$ cat config.mk
export PLATFORM = sky130hd
export DESIGN_NAME = dual_pulse_width_capture_core
export DESIGN_NICKNAME = d
export VERILOG_FILES = /design/src/rtl/core/dpwc_pkg.sv /design/src/rtl/core/dpwc_lane.sv /design/src/rtl/core/dpwc_merge.sv /design/src/rtl/core/dual_pulse_width_capture_core.sv
export SDC_FILE = /design/constraint.sdc
export NUM_CORES = 1
export LEC_CHECK = 0
export BUFFER_PORTS_ARGS = -buffer_cell sky130_fd_sc_hd__buf_2
export CAP_MARGIN = 10
export CORE_UTILIZATION = 45
export DETAILED_ROUTE_END_ITERATION = 12
export GPL_ROUTABILITY_DRIVEN = 0
export PLACE_DENSITY_LB_ADDON = 0.08
export SLEW_MARGIN = 10
export SYNTH_ARGS = -nofsm -noshare
export SYNTH_HDL_FRONTEND = slang
export SYNTH_HIERARCHICAL = 1
export SYNTH_SLANG_ARGS = --single-unit
export TNS_END_PERCENT = 100
$ cat constraint.sdc
create_clock -name clk -period 4.87 [get_ports clk]
set_input_delay 0.2435 -clock clk [delete_from_list [all_inputs] [get_ports clk]]
set_output_delay 0.2435 -clock clk [all_outputs]
set_load 0.01 [all_outputs]
$ cat src/rtl/core/dpwc_pkg.sv
`timescale 1ns / 1ps
`default_nettype none

package dpwc_pkg;

	// Default number of measurement lanes; only the first two have pins.
	localparam int CHANNELS_DEF = 2;

	// The overflow count saturates at this value, and a pulse that saw it is in error.
	localparam logic [1:0] OVF_SATURATE = 2'd2;

	// Reset value of the maximum width register.
	localparam logic [15:0] MAX_WIDTH_RESET = 16'd40000;

	// Item kinds.
	localparam logic KIND_TICK   = 1'b0;
	localparam logic KIND_SAMPLE = 1'b1;

	// One incoming request: a timer tick or a pin sample.
	typedef struct packed {
		logic        kind;
		logic [15:0] timer_now;
		logic        pin_ch0;
		logic        pin_ch1;
	} sample_t;

	// One result, delivered for every pin sample.
	typedef struct packed {
		logic [15:0] width_ch0;
		logic [15:0] width_ch1;
		logic        done_ch0;
		logic        done_ch1;
		logic        error_ch0;
		logic        error_ch1;
	} result_t;

	// What one lane reports for the sample it is given.
	typedef struct packed {
		logic [15:0] width;
		logic        done;
		logic        error;
	} lane_res_t;

endpackage

`default_nettype wire

$ cat src/rtl/core/dpwc_lane.sv
`timescale 1ns / 1ps
`default_nettype none

module dpwc_lane import dpwc_pkg::*; (
	input  wire logic        clk,
	input  wire logic        arst_n,
	input  wire logic        take,
	input  wire logic        kind,
	input  wire logic [15:0] timer_now,
	input  wire logic        level,
	input  wire logic [15:0] max_width,
	output lane_res_t        res
);

	logic        prev_level_q;
	logic [15:0] edge_time_q;
	logic [1:0]  overflow_count_q;
	logic [15:0] pulse_width_q;
	logic        error_flag_q;

	logic        changed;
	logic        falling;
	logic        ovf_sat;
	logic [15:0] width;
	logic        measured;

	// Edge detection and the width of the pulse that ends here.
	assign changed  = (level != prev_level_q);
	assign falling  = changed && !level;
	assign ovf_sat  = (overflow_count_q >= OVF_SATURATE);
	assign width    = timer_now - edge_time_q;
	assign measured = falling && !ovf_sat;

	// Values after this sample, as reported in the result.
	always_comb begin
		res.width = measured ? width : pulse_width_q;
		res.done  = measured;
		res.error = error_flag_q || (falling && (ovf_sat || (width > max_width)));
	end

	// Channel state update.
	always_ff @(posedge clk or negedge arst_n) begin
		if (!arst_n) begin
			prev_level_q     <= 1'b0;
			edge_time_q      <= '0;
			overflow_count_q <= '0;
			pulse_width_q    <= '0;
			error_flag_q     <= 1'b0;
		end else if (take) begin
			if (kind == KIND_TICK) begin
				if (!ovf_sat) begin
					overflow_count_q <= overflow_count_q + 2'd1;
				end
			end else if (changed) begin
				prev_level_q     <= level;
				overflow_count_q <= '0;
				edge_time_q      <= timer_now;
				pulse_width_q    <= res.width;
				error_flag_q     <= res.error;
			end
		end
	end

endmodule

`default_nettype wire

$ cat src/rtl/core/dpwc_merge.sv
`timescale 1ns / 1ps
`default_nettype none

module dpwc_merge import dpwc_pkg::*; #(
	parameter int CHANNELS = CHANNELS_DEF
) (
	input  wire logic      clk,
	input  wire logic      arst_n,
	input  wire logic      take,
	input  wire logic      kind,
	input  wire lane_res_t lane_res [CHANNELS],
	output logic           advance,
	output logic           result_valid,
	input  wire logic      result_stall,
	output result_t        result
);

	result_t merged;

	// The output register moves on when it is empty or being taken.
	assign advance = !result_valid || !result_stall;

	// Gather the reporting lanes into one result; a missing second lane reads as zero.
	always_comb begin
		merged           = '0;
		merged.width_ch0 = lane_res[0].width;
		merged.done_ch0  = lane_res[0].done;
		merged.error_ch0 = lane_res[0].error;
		if (CHANNELS > 1) begin
			merged.width_ch1 = lane_res[CHANNELS > 1 ? 1 : 0].width;
			merged.done_ch1  = lane_res[CHANNELS > 1 ? 1 : 0].done;
			merged.error_ch1 = lane_res[CHANNELS > 1 ? 1 : 0].error;
		end
	end

	// Output register: a pin sample loads a result, a tick leaves it empty.
	always_ff @(posedge clk or negedge arst_n) begin
		if (!arst_n) begin
			result_valid <= 1'b0;
		end else if (advance) begin
			result_valid <= take && (kind == KIND_SAMPLE);
		end
	end

	always_ff @(posedge clk) begin
		if (advance && take) begin
			result <= merged;
		end
	end

endmodule

`default_nettype wire

$ cat src/rtl/core/dual_pulse_width_capture_core.sv
`timescale 1ns / 1ps
`default_nettype none

// High-pulse width meter for two pins against a free-running 16-bit timer. Each request is
// either a timer overflow tick or a pin sample; every pin sample yields one result with the
// last widths, per-channel done flags and sticky error flags, and a tick yields none. The
// block takes one request per clock cycle and the result appears in the output register in
// the next cycle; each channel lane does one subtraction and one compare combinationally, so
// the output register is the only register between request and result. A request is held off
// only while a result waits in the output register and is stalled. The max_width register is
// written through cfg_we and cfg_wdata and resets to 40000. Lanes beyond the second have no
// pin and stay idle.
module dual_pulse_width_capture_core import dpwc_pkg::*; #(
	parameter int CHANNELS = CHANNELS_DEF
) (
	input  wire logic        clk,
	input  wire logic        arst_n,
	input  wire logic        sample_valid,
	output logic             sample_stall,
	input  wire sample_t     sample,
	output logic             result_valid,
	input  wire logic        result_stall,
	output result_t          result,
	input  wire logic        cfg_we,
	input  wire logic [15:0] cfg_wdata
);

	logic [15:0] max_width_reg_q;
	logic        advance;
	logic        take;
	lane_res_t   lane_res [CHANNELS];

	// Configuration register.
	always_ff @(posedge clk or negedge arst_n) begin
		if (!arst_n) begin
			max_width_reg_q <= MAX_WIDTH_RESET;
		end else if (cfg_we) begin
			max_width_reg_q <= cfg_wdata;
		end
	end

	assign sample_stall = !advance;
	assign take         = sample_valid && advance;

	// One lane per channel.
	for (genvar c = 0; c < CHANNELS; c++) begin : g_lane
		logic level;
		if (c == 0) begin : g_pin0
			assign level = sample.pin_ch0;
		end else if (c == 1) begin : g_pin1
			assign level = sample.pin_ch1;
		end else begin : g_nopin
			assign level = 1'b0;
		end

		dpwc_lane u_lane (
			.clk       (clk),
			.arst_n    (arst_n),
			.take      (take),
			.kind      (sample.kind),
			.timer_now (sample.timer_now),
			.level     (level),
			.max_width (max_width_reg_q),
			.res       (lane_res[c])
		);
	end

	// Merge the lanes into the registered result.
	dpwc_merge #(
		.CHANNELS (CHANNELS)
	) u_merge (
		.clk          (clk),
		.arst_n       (arst_n),
		.take         (take),
		.kind         (sample.kind),
		.lane_res     (lane_res),
		.advance      (advance),
		.result_valid (result_valid),
		.result_stall (result_stall),
		.result       (result)
	);

`ifndef SYNTHESIS
	// An accepted pin sample always shows a result in the next cycle.
	a_sample_gives_result: assert property (@(posedge clk) disable iff (!arst_n)
		(sample_valid && !sample_stall && sample.kind == KIND_SAMPLE) |=> result_valid)
		else $error("pin sample did not produce a result");

	// A tick into an empty output stage leaves it empty.
	a_tick_no_result: assert property (@(posedge clk) disable iff (!arst_n)
		(sample_valid && !sample_stall && sample.kind == KIND_TICK && !result_valid)
		|=> !result_valid)
		else $error("tick produced a result");

	// No request is taken while a stalled result would be overwritten.
	a_no_overrun: assert property (@(posedge clk) disable iff (!arst_n)
		(result_valid && result_stall) |-> sample_stall)
		else $error("request accepted over a stalled result");

	// A configuration write always lands in the register.
	a_cfg_written: assert property (@(posedge clk) disable iff (!arst_n)
		cfg_we |=> (max_width_reg_q == $past(cfg_wdata)))
		else $error("configuration write lost");
`endif

endmodule

`default_nettype wire
### Yosys cells after proc, flatten, opt, wreduce, memory -nomap -nowiden

Cells that the tools add are included.

| storage, ports and cells | value |
|---|---|
| register bits after elaboration | 125 |
| bits in latches | 0 |
| bits in writable memories | 0 |
| memory bits (read-only) | 0 |
| input bits | 40 |
| output and inout bits | 38 |
| logic and storage cells | 65 |
| memories kept | 0 |

| operators by class | value |
|---|---|
| $add $sub $neg | 4 |
| multiply operators | 0 |
| div/mod/pow operators | 0 |
| magnitude comparators | 4 |
| equality and inequality tests | 6 |
| shift-type cells | 0 |
| multiplexer cells | 8 |
| bitwise logic cells | 0 |
| reductions and logical operators | 25 |

Operator list:

| cell | count |
|---|---|
| greater-than comparator 16 bit | 2 |
| two-way mux 16 bit | 2 |
| subtractor 16 bit | 2 |
| two-way mux 2 bit | 6 |
| AND reduction 3 bit | 4 |
| logical AND 1 bit | 9 |
| logical NOT 1 bit | 7 |
| logical OR 1 bit | 5 |
| adder 2 x 1 -> 2 bit (second input constant) | 2 |
| greater-or-equal comparator 2 bit (second input constant) | 2 |
| != test 2 x 1 -> 1 bit (second input constant) | 2 |
| != test 2 bit (second input constant) | 2 |
| != test 1 bit | 2 |

### Logic depth before layout (Yosys ltp)

Gate-level depths: netlist of the first run.

| logic depth | value |
|---|---|
| depth in word-level cells | 5 |
| mapped depth | 15 |
| mapped depth without buffers | 15 |

### Cells and area by module

Netlist of the first run, hierarchy kept.

By module, submodules not included:

| module | times used | cells an instance | area each (sq um) | sequential area each (sq um) |
|---|---|---|---|---|
| dpwc_lane (g_lane[1].u_lane) | 1 | 362 | 3093.0 | 900.9 |
| dpwc_lane (g_lane[0].u_lane) | 1 | 361 | 3086.7 | 900.9 |
| dpwc_merge | 1 | 40 | 1126.1 | 1106.1 |
| dual_pulse_width_capture_core | 1 | 36 | 665.6 | 406.6 |

### Least setup slack after synthesis of the first run

Ideal clock, no wire load.

| path | value |
|---|---|
| path kind | register to register |
| start | register g_lane[0].u_lane.edge_time_q[0] |
| end | register u_merge/result[1] (netlist name) |
| setup time | 269 ps |
| data arrival time | 3183 ps |
| required time | 4601 ps |
| setup slack | 1418 ps |
| cell stages (with the launch flop) | 14 |
| path buffers | 0 |
| period minus slack after synthesis | 3452 ps |
| cells stage by stage | dfrtp_1 > ha_1 > inv_1 > fa_1 > a21o_1 > a211oi_4 > nor4b_4 > nor3_1 > nor2_1 > ha_1 > nand4_1 > or4_1 > o41ai_1 > o21ai_0 |

RTL lines:

| item | line | RTL |
|---|---|---|
| start: declaration | dpwc_lane.sv:16 | `logic [15:0] edge_time_q;` |
| start signal: assignment | dpwc_lane.sv:57 | `edge_time_q <= timer_now;` |

==> run_results.csv, run 1 <==
group,metric,value,unit
run_status,outcome,"completed",
floorplanning,row_count,48,
clocking,cts_resized,0,
timing,fmax,0.258,GHz
pwr,p_sw_share,42.7,%
global_route,grt.met1_usage,29.7,%
clocking,clockBufferDepth,2,
timing,skew,0.00632,ns
timing,rsz0062_at_grt,"false",
hold_path,hold_depth,2,
clocking,numCtsBuffers,17,
place,portBuffers,77,
timing,min_period,3.87,ns
global_route,grt_busiest_layer,"met2",
routing,firstDrtPassIters,7,
synthesis,syn_area,7970,um2
global_route,grt_antenna_before_repair,0,
floorplanning,initial_core_util,46.1,%
floorplanning,ioPinCount,78,
final_layout,nNetsFinal,984,
place,hpwlAfterDp,14500,um
timing,setup_tns,0,ns
pwr,p_leak,4.25,nW
synthesis,synth.avg_cell_area,9.98,um2
pwr,switching_power,2.51,mW
clocking,ctsHtreeMaxLevel,4,
synthesis,synth-xor-area-share,1.98,%
pwr,p_seq_share,27.8,%
setup_path,crit_top_cell,"ha_1",
routing,drc_errors,0,
synthesis,synthAdderAreaFrac,10.9,%
setup_path,max_stage_delay,0.52,ns
synthesis,synthFlopType,"dfrtp_1",
pwr,clock_power_share,19.6,%
synthesis,netlist_instances,799,
setup_path,start_kind,"register",
floorplanning,die_x,135,um
routing,num_vias,6134,
global_route,grt_use_met2,37.6,%
timing,maxSlewViolCount,0,
pwr,p_int,3.37,mW
synthesis,synth_nets,907,
synthesis,synth-simple-area-share,13.8,%
final_layout,seq_area,3310,um2
timing,max_slew_margin,52.9,%
setup_path,worstPathArrival,4.03,ns
global_route,grt_pass1_vias,6026,
synthesis,synth_warnings,6,
pwr,vdd_ir_drop_max,0.000321,V
routing,totalWireLength,19500,um
global_route,grt_max_degree,52,
final_layout,fill_cells,1592,
global_route,use_met3,3.72,%
timing,hold_violations,0,
setup_path,cp_max_fo,8,
final_layout,synthToLayoutAreaGrowth,13.8,%
pwr,p_comb_share,52.6,%
setup_path,critical_path.endpoint_type,"register",
final_layout,multi_input_area,4160,um2
floorplanning,die_h,135,um
setup_path,cp_slowest_cell,"or4_1",
synthesis,synth_cell_types,64,
clocking,cts_root_buffer,"clkbuf_16",
global_route,gr-total-overflow,0,
synthesis,synth_edf_count,36,
timing,fin_crit_sh,79.6,%
routing,wl_per_cell,17.5,um
routing,drt_iter0_drc,379,
final_layout,drive_gt1_share,23.2,%
timing,tightest_slew,0.706,ns
floorplanning,core,17300,um2
synthesis,synth_top_cell_area_share,26.4,%
final_layout,insertedDiodeCount,0,
synthesis,synth_top_family_by_area,"compound AO/OA/AOI/OAI gates",
synthesis,ys_top_cells_by_area,"dfrtp_1 26%, edfxtp_1 14%, ha_1 10%, mux2_2 7.1%, inv_1 4.2%",
clocking,clock_sinks,125,
routing,avgViaCountPerCell,5.51,
timing,setup_viol,0,
setup_path,rr_worst_depth,13,
synthesis,synth_largest_area_cell,"dfrtp_1",
floorplanning,die_area,18300,um2
pwr,total_power,5.87,mW
clocking,clkTransAtPathRegs,0.06,ns
synthesis,synth_compound_area_share,16.2,%
hold_path,hp-class,"in -> reg",
synthesis,synth_seq_cells,125,
pwr,power.density,648,nW/um2
synthesis,synth_mux_area_share,9.20,%
setup_path,crit_required,5.02,ns
clocking,clk_latency,0.42,ns
setup_path,critPathKind,"reg -> reg",
final_layout,final_util,52.4,%
global_route,grt_pass1_wl,31300,um
synthesis,async_flop_share,71.2,%
routing,ant_nets,0,
job,drv_cap,0,
clocking,cts_tree,"yes",
synthesis,seq_area_frac_synth,41.6,%
global_route,grt_use_total,22.6,%
setup_path,cp_cell_sequence,"ha_1 -> inv_1 -> fa_1 -> a21o_1 -> a211oi_4 -> nor4b_4 -> nor3_1 -> nor2_1 -> ha_1 -> nand4_1 -> or4_1 -> o41ai_1 -> o21ai_0",
-- layout by cell type (no fill, tap or decap), types with 15 or more instances in the layout --
cell type	count
a21oi_1	41
nor3_1	15
dfrtp_1	84
o21ai_0	48
inv_1	89
ha_1	66
mux2_2	50
buf_2	76
o211ai_1	16
clkbuf_16	17
nor2_1	28
nand2_1	89
edfxtp_1	36
nand3_1	17
o21a_1	16
-- synth_stat cells (3+ instances only) --
| cell type | count |
|---|---|
| dfstp_2 | 5 |
| or3_1 | 4 |
| a21oi_1 | 41 |
| nor3_1 | 15 |
| buf_2 | 6 |
| a21o_2 | 6 |
| a211oi_1 | 6 |
| xor2_1 | 8 |
| mux2_2 | 50 |
| nand3_1 | 17 |
| o21a_1 | 16 |
| o22ai_1 | 4 |
| o211ai_1 | 16 |
| a31oi_1 | 6 |
| o31ai_1 | 12 |
| a21o_1 | 10 |
| o21ai_1 | 8 |
| mux2_4 | 10 |
| ha_1 | 66 |
| a211o_1 | 4 |
| nor2_1 | 28 |
| and2_1 | 5 |
| clkbuf_1 | 12 |
| buf_6 | 5 |
| o21ai_0 | 48 |
| nand3b_1 | 4 |
| a21boi_1 | 3 |
| edfxtp_1 | 36 |
| or4_1 | 7 |
| nand4_1 | 14 |
| xnor2_1 | 10 |
| nand2_1 | 89 |
| inv_1 | 89 |
| dfrtp_1 | 84 |
-- path summary, 6_finish.rpt --
check	from	end	slack, ns
worst max-delay path	g_lane[0].u_lane/edge_time_q[0]	u_merge/result[1]	1.0
worst min-delay path	cfg_wdata[7]	max_width_reg_q[7]	0.05
worst max register to register	g_lane[0].u_lane/edge_time_q[0]	u_merge/result[1]	1.0
worst min register to register	g_lane[1].u_lane/error_flag_q	g_lane[1].u_lane/error_flag_q	0.45
max in group asynchronous	arst_n	g_lane[1].u_lane/edge_time_q[15]	3.46
min in group asynchronous	arst_n	g_lane[0].u_lane/pulse_width_q[1]	0.41
-- power groups by stage --
stage | combinational [mW] | sequential [mW] | clock, mW
floorplan | 2.29 | 1.64 | 0
global placement | 2.97 | 1.63 | 0
detailed placement | 3.05 | 1.65 | 0
CTS | 3.08 | 1.64 | 1.18
global route | 3.44 | 1.68 | 1.22
finish | 3.09 | 1.63 | 1.15
-- sequential cells by signal (all words and copies together), names as in the netlist --
| register | flops |
|---|---|
| g_lane.u_lane/edge_time_q | 32 |
| g_lane.u_lane/error_flag_q | 2 |
| g_lane.u_lane/overflow_count_q | 4 |
| g_lane.u_lane/prev_level_q | 2 |
| g_lane.u_lane/pulse_width_q | 32 |
| max_width_reg_q | 16 |
| u_merge/result | 36 |
| u_merge/result_valid | 1 |
-- metal layers --
layer  part of all wire [%]  routed length [um]
met5                      0                   0
met4                    1.1                 212
met3                    3.5                 687
met2                     49                9470
met1                     47                9150
-- worst max-delay path: cells and delay by family (launching register included) --
family	cells	cell delay (ns)
AOI/OAI and AO/OA	4	1.12
adders and majority gates	3	0.87
buffers and inverters	1	0.06
DFF	1	0.36
and+or+nand+nor	5	1.18
-- area by class of cell --
class	count	area share, %
Timing Repair Buffer	84	4.88
Clock inverter	12	0.786
Tap cell	225	3.10
Clock buffer	20	5.04
Sequential cell	125	36.5
Multi-Input combinational cell	557	45.9
Inverter	91	3.77
-- metrics by stage --
stage	setup WS (ns)	cells	hold slack, ns	instance area, um2
floorplan	1.42	799	-0.0521	7970
global placement	1.06	1081	0.327	8530
detailed placement	0.953	1081	0.335	8530
CTS	1.03	1114	0.0403	9070
global route	0.801	1114	0.0421	9070
finish	0.995	1114	0.0515	9070
-- timing repair --
item / 4_1_cts / 5_1_grt
buffers inserted: 0 / 0
hold buffers: 1 / 0
endpoints found under the hold margin: 45 / 0
setup endpoints to repair: 0 / 0
-- kinds of logic (layout without fill, tap and decap cells) --
kind of cell | count (synthesis) | after routing
xor+xnor | 18 | 18
flops | 125 | 125
fa+ha+maj | 68 | 68
buf+inv | 117 | 207
simple gates | 212 | 212
mux | 62 | 62
compound gates | 197 | 197
Power figures use the tool's default switching activity.
==> run 2, diff against run 1 <==
==> constraint.sdc (replaced) <==
create_clock -name clk -period 3.85 [get_ports clk]
set_input_delay 0.1925 -clock clk [delete_from_list [all_inputs] [get_ports clk]]
set_output_delay 0.1925 -clock clk [all_outputs]
set_load 0.01 [all_outputs]
==> run 2 against run 1 <==
Compared with the run above: combinational power rose by 28%; non-clock buffer count grew 10; critical path type unchanged; clock power increased by 43%; fmax grew 7.9%; setup slack got worse by 0.74 ns; worst hold slack worse by 0.038 ns; highest routed layer unchanged; critical path depth unchanged; global-route usage is 0.26 points higher.
==> run_results.csv, run 2 (synthesized netlist as in run 1, its figures left out) <==
group,metric,value,unit
run_status,outcome,"completed",
clocking,cts_setup_buffers,0,
setup_path,cp_num_buf_inv,1,
routing,drc_errors,0,
timing,fmax,0.278,GHz
setup_path,critPathKind,"reg -> reg",
hold_path,hp-class,"in -> reg",
setup_path,rr_startpoint,"g_lane[0].u_lane/edge_time_q[0]",
final_layout,insertedDiodeCount,0,
global_route,grt_pass1_vias,6100,
routing,wl_met2,9410,um
pwr,clock_power_share,21.4,%
timing,layout_setup_ws,0.257,ns
setup_path,cp_slowest_cell,"or4_1",
routing,wl_per_cell,17.4,um
pwr,power.density,828,nW/um2
routing,drt_iter0_drc,412,
timing,setup_viol,0,
routing,ant_nets,0,
final_layout,largest_reg_flops,36,
floorplanning,row_count,48,
routing,avgViaCountPerCell,5.51,
pwr,p_leak,4.33,nW
job,drv_cap,0,
place,hpwlAfterDp,14700,um
timing,hold_violations,0,
setup_path,critical_path.endpoint_type,"register",
setup_path,rr_worst_depth,13,
pwr,p_sw_share,41.7,%
final_layout,drive_gt1_share,23.9,%
setup_path,worstPathArrival,3.76,ns
setup_path,start_kind,"register",
final_layout,top_register,"u_merge/result",
pwr,p_int,4.47,mW
floorplanning,initial_core_util,46.1,%
timing,maxSlewViolCount,0,
setup_path,path_delay_family,"simple AND/OR/NAND/NOR gates",
clocking,numCtsBuffers,17,
floorplanning,ioPinCount,78,
timing,rsz0062_at_grt,"false",
final_layout,layout_common_cells,"89 x inv_1, 89 x nand2_1, 84 x dfrtp_1",
pwr,switching_power,3.19,mW
routing,firstDrtPassIters,5,
floorplanning,die_h,135,um
setup_path,cp_max_fo,8,
clocking,clkTransAtPathRegs,0.06,ns
global_route,gr-total-overflow,0,
global_route,grt_pass1_wl,31700,um
final_layout,synthToLayoutAreaGrowth,16.1,%
routing,drt-met1-wl,9270,um
setup_path,crit_end,"u_merge/result[1]",
global_route,grt_antenna_before_repair,0,
pwr,vdd_ir_drop_max,0.000391,V
final_layout,nNetsFinal,994,
floorplanning,die_area,18300,um2
setup_path,r2r_slack,0.26,ns
timing,skew,0.00537,ns
timing,max_slew_margin,34.8,%
timing,tightest_slew,0.978,ns
floorplanning,die_x,135,um
setup_path,cp_cell_sequence,"ha_1 -> inv_1 -> fa_1 -> a21o_1 -> a211oi_4 -> nor4b_4 -> o21a_1 -> nor2_1 -> ha_1 -> nand4_1 -> or4_1 -> o41ai_2 -> o21ai_0",
clocking,clock_sinks,125,
routing,totalWireLength,19600,um
routing,wl_met3,488,um
clocking,cts_root_buffer,"clkbuf_16",
global_route,grt_max_degree,74,
timing,setup_tns,0,ns
floorplanning,core,17300,um2
pwr,total_power,7.67,mW
timing,min_period,3.59,ns
global_route,grt_use_total,22.9,%
setup_path,crit_start,"g_lane[0].u_lane/edge_time_q[0]",
final_layout,reg_top3,"u_merge/result x36, g_lane.u_lane/edge_time_q x32, g_lane.u_lane/pulse_width_q x32",
clocking,cts_tree,"yes",
routing,num_vias,6197,
timing,fin_crit_sh,93.3,%
place,post-place-ws,0.114,ns
setup_path,crit_required,4.01,ns
setup_path,crit_cells,13,
setup_path,crit_top_cell,"ha_1",
setup_path,r2r-end,"u_merge/result[1]",
place,portBuffers,77,
clocking,ctsHtreeMaxLevel,4,
pwr,p_comb_share,51.6,%
pwr,p_seq_share,27.0,%
setup_path,max_stage_delay,0.52,ns
routing,routed.top_layer,"met4",
clocking,clk_latency,0.42,ns
clocking,clockBufferDepth,2,
run 2: cell types whose count changed in the layout (fill, tap and decap cells not counted), moves of 3 or more:
cell	delta
dlygate4sd3_1	+6
buf_4	+4
clkinv_2	-4
clkinv_4	+4
bufinv_16	+3
run 2: layout make-up:
class,instances,area (um2)
inverters,91,342
fillers,1575,8040
repair buffers,94,533
clock inverters,15,174
well taps,225,282
flip-flops and latches,125,3310
clock buffers,17,425
multi-input cells,557,4190
run 2: worst reg2reg max path, stage by stage, from the launching register on:
cell      delay (ns)
dfrtp_1         0.38
ha_1            0.19
inv_1           0.06
fa_1            0.20
a21o_1          0.22
a211oi_4        0.11
nor4b_4         0.50
o21a_1          0.22
nor2_1          0.07
ha_1            0.29
nand4_1         0.12
or4_1           0.52
o41ai_2         0.33
o21ai_0         0.12
run 2: worst min-delay path by stage:
stage | to | startpoint | slack, ns | cells past startpoint
CTS | max_width_reg_q[4] | cfg_wdata[4] | 0.002 | 2
floorplan | g_lane[0].u_lane/edge_time_q[0] | arst_n | -0.10 | 0
detailed placement | g_lane[0].u_lane/pulse_width_q[0] | arst_n | 0.40 | 1
global route | max_width_reg_q[1] | cfg_wdata[1] | 0.005 | 2
global placement | g_lane[0].u_lane/pulse_width_q[1] | arst_n | 0.40 | 1
finish | max_width_reg_q[7] | cfg_wdata[7] | 0.01 | 2
run 2: stage by stage:
step           hold WS (ns)  util [%]  std cells  cell area [um2]
6_report             0.0135      53.5       1124             9260
3_5_place_dp          0.399      49.5       1085             8560
3_3_place_gp          0.402      49.5       1085             8560
4_1_cts             0.00176      53.3       1123             9220
2_1_floorplan        -0.103         -        799             7970
5_1_grt             0.00496      53.5       1124             9260
run 2: power by group through the flow:
stage,sequential (mW),combinational (mW),clock (mW)
after floorplan,2.07,2.89,0
after global placement,2.07,3.79,0
after detailed placement,2.09,3.90,0
after CTS,2.07,3.94,1.67
after global routing,2.12,4.46,1.72
final,2.07,3.96,1.64
run 2: timing repair:
| item | 4_1_cts | 5_1_grt |
|---|---|---|
| gates resized for setup | 0 | 5 |
| hold buffers | 6 | 1 |
| endpoints found under the hold margin | 72 | 1 |
| setup endpoints to repair | 0 | 2 |
run 2: routing by layer:
layer | vias to the layer above | GRT usage, %
met3 | 32 | 3.57
met1 | 3018 | 30.3
met5 | - | 0
met4 | 0 | 8.24
li1 | 3035 | -
met2 | 112 | 37.7
==> run 3, diff against run 2 <==
--- a/config.mk
+++ b/config.mk
@@ -7,7 +7,7 @@
 export LEC_CHECK = 0
 export BUFFER_PORTS_ARGS = -buffer_cell sky130_fd_sc_hd__buf_2
 export CAP_MARGIN = 10
-export CORE_UTILIZATION = 45
+export CORE_UTILIZATION = 60
 export DETAILED_ROUTE_END_ITERATION = 12
 export GPL_ROUTABILITY_DRIVEN = 0
 export PLACE_DENSITY_LB_ADDON = 0.08
==> constraint.sdc (replaced) <==
create_clock -name clk -period 3.85 [get_ports clk]
set_input_delay 0.1925 -clock clk [delete_from_list [all_inputs] [get_ports clk]]
set_output_delay 0.1925 -clock clk [all_outputs]
set_load 0.1 [all_outputs]
==> run 3 against run 2 <==
Compared with the run above: via count rose by 1.7%; largest power group unchanged; first-iteration DRC count fell by 32%; critical path type unchanged; largest cell class unchanged; sequential cell count unchanged.
==> run_results.csv, run 3 (synthesized netlist as in run 1, its figures left out) <==
group,metric,value,unit
run_status,outcome,"completed",
final_layout,layout_common_cells,"89 x inv_1, 89 x nand2_1, 84 x dfrtp_1",
setup_path,critPathKind,"reg -> reg",
clocking,cts_root_buffer,"clkbuf_16",
timing,layout_setup_ws,0.172,ns
final_layout,insertedDiodeCount,0,
hold_path,holdCritStartpoint,"cfg_wdata[5]",
setup_path,rr_worst_depth,13,
pwr,power.density,893,nW/um2
setup_path,r2r-end,"u_merge/result[1]",
place,portBuffers,77,
floorplanning,row_count,41,
clocking,clockBufferDepth,2,
timing,hold_violations,0,
final_layout,top_register,"u_merge/result",
final_layout,design_area,9150,um2
floorplanning,core,12800,um2
timing,setup_viol,0,
place,hpwlAfterDp,14100,um
floorplanning,initial_core_util,62.4,%
timing,tightest_slew,0.789,ns
floorplanning,die_x,117,um
global_route,grt_pass1_vias,6374,
routing,ant_nets,0,
global_route,grt_use_total,30.1,%
routing,drc_errors,0,
pwr,p_leak,4.31,nW
clocking,clkTransAtPathRegs,0.06,ns
hold_path,hold_depth,2,
clocking,cts_setup_buffers,0,
routing,avgViaCountPerCell,5.90,
timing,setup_tns,0,ns
clocking,numCtsBuffers,17,
global_route,gr-total-overflow,0,
pwr,vdd_ir_drop_max,0.000441,V
setup_path,cp_max_fo,3,
routing,wl_per_cell,17.9,um
timing,fin_crit_sh,95.5,%
timing,skew,0.00730,ns
final_layout,reg_top3,"u_merge/result x36, g_lane.u_lane/edge_time_q x32, g_lane.u_lane/pulse_width_q x32",
timing,min_period,3.68,ns
place,place_area,8470,um2
timing,rsz0062_at_grt,"false",
timing,maxSlewViolCount,0,
routing,firstDrtPassIters,5,
setup_path,critical_path.endpoint_type,"register",
final_layout,fill_cells,975,
global_route,grt_antenna_before_repair,0,
floorplanning,die_area,13800,um2
routing,num_vias,6302,
floorplanning,die_h,117,um
clocking,ctsHtreeMaxLevel,4,
job,drv_cap,0,
global_route,grt_max_degree,60,
setup_path,crit_required,4.00,ns
hold_path,holdPathEnd,"max_width_reg_q[5]",
setup_path,cp_cell_sequence,"ha_1 -> inv_1 -> fa_1 -> a21o_1 -> a21o_2 -> a21oi_1 -> xor2_1 -> inv_1 -> ha_1 -> nand2_1 -> or4_1 -> o41ai_2 -> o21ai_0",
setup_path,path_delay_family,"compound AO/OA/AOI/OAI gates",
setup_path,r2r_slack,0.17,ns
hold_path,hp-class,"in -> reg",
setup_path,rr_startpoint,"g_lane[0].u_lane/edge_time_q[0]",
global_route,grt_pass1_wl,30900,um
timing,max_slew_margin,47.4,%
setup_path,max_stage_delay,0.57,ns
clocking,cts_tree,"yes",
setup_path,start_kind,"register",
routing,drt_iter0_drc,281,
final_layout,largest_reg_flops,36,
clocking,clk_latency,0.42,ns
final_layout,nNetsFinal,991,
floorplanning,ioPinCount,78,
place,post-place-ws,0.0977,ns
clocking,clock_sinks,125,
setup_path,cp_slowest_cell,"or4_1",
timing,fmax,0.272,GHz
setup_path,cp_num_buf_inv,2,
setup_path,worstPathArrival,3.83,ns
routing,totalWireLength,19100,um
final_layout,synthToLayoutAreaGrowth,14.8,%
final_layout,drive_gt1_share,23.4,%
[run 3: cell type report]
cell class | count | area (um2) | share of cell area (%)
Multi-Input combinational cell | 557 | 4190 | 45.8
Sequential cell | 125 | 3310 | 36.2
Clock buffer | 19 | 433 | 4.73
Tap cell | 172 | 215 | 2.35
Clock inverter | 13 | 149 | 1.63
Timing Repair Buffer | 91 | 510 | 5.58
Inverter | 91 | 342 | 3.73
[run 3: worst max path at each step]
stage / start / end / slack, ns / cells after the start
finish: g_lane[0].u_lane/edge_time_q[0] / u_merge/result[1] / 0.17 / 13
floorplan: g_lane[0].u_lane/edge_time_q[0] / u_merge/result[1] / 0.40 / 13
CTS: g_lane[0].u_lane/edge_time_q[0] / u_merge/result[1] / 0.13 / 13
global route: g_lane[1].u_lane/edge_time_q[0] / u_merge/result[0] / 0.004 / 13
detailed placement: sample[2] / u_merge/result[1] / 0.1 / 15
global placement: sample[2] / u_merge/result[1] / 0.20 / 15
[run 3: layer usage]
| metal | up-vias | global-route usage [%] | part of all wire [%] |
|---|---|---|---|
| met5 | - | 0 | 0 |
| li1 | 3028 | - | - |
| met2 | 196 | 51.3 | 50 |
| met1 | 3041 | 37.3 | 43 |
| met3 | 37 | 5.56 | 4.2 |
| met4 | 0 | 13.7 | 2.4 |
[run 3: metrics by stage]
| step | power [mW] | hold slack [ns] | util [%] | instances |
|---|---|---|---|---|
| floorplan | 5.49 | -0.103 | - | 799 |
| global placement | 6.26 | 0.322 | 66.3 | 1029 |
| detailed placement | 6.48 | 0.324 | 66.3 | 1029 |
| CTS | 8.13 | 0.00287 | 71.4 | 1068 |
| global route | 8.75 | 0.0103 | 71.7 | 1068 |
| finish | 8.18 | 0.0136 | 71.7 | 1068 |
[run 3: what timing repair did]
action / in CTS / in global routing
endpoints found under the hold margin: 61 / 0
resized for setup: 0 / 6
hold buffers: 7 / 0
setup endpoints to repair: 0 / 2
[run 3: power breakdown]
part	switching, mW	internal [mW]	total, mW
clock network	0.575	1.01	1.58
logic	2.93	1.60	4.52
registers	0.221	1.85	2.07
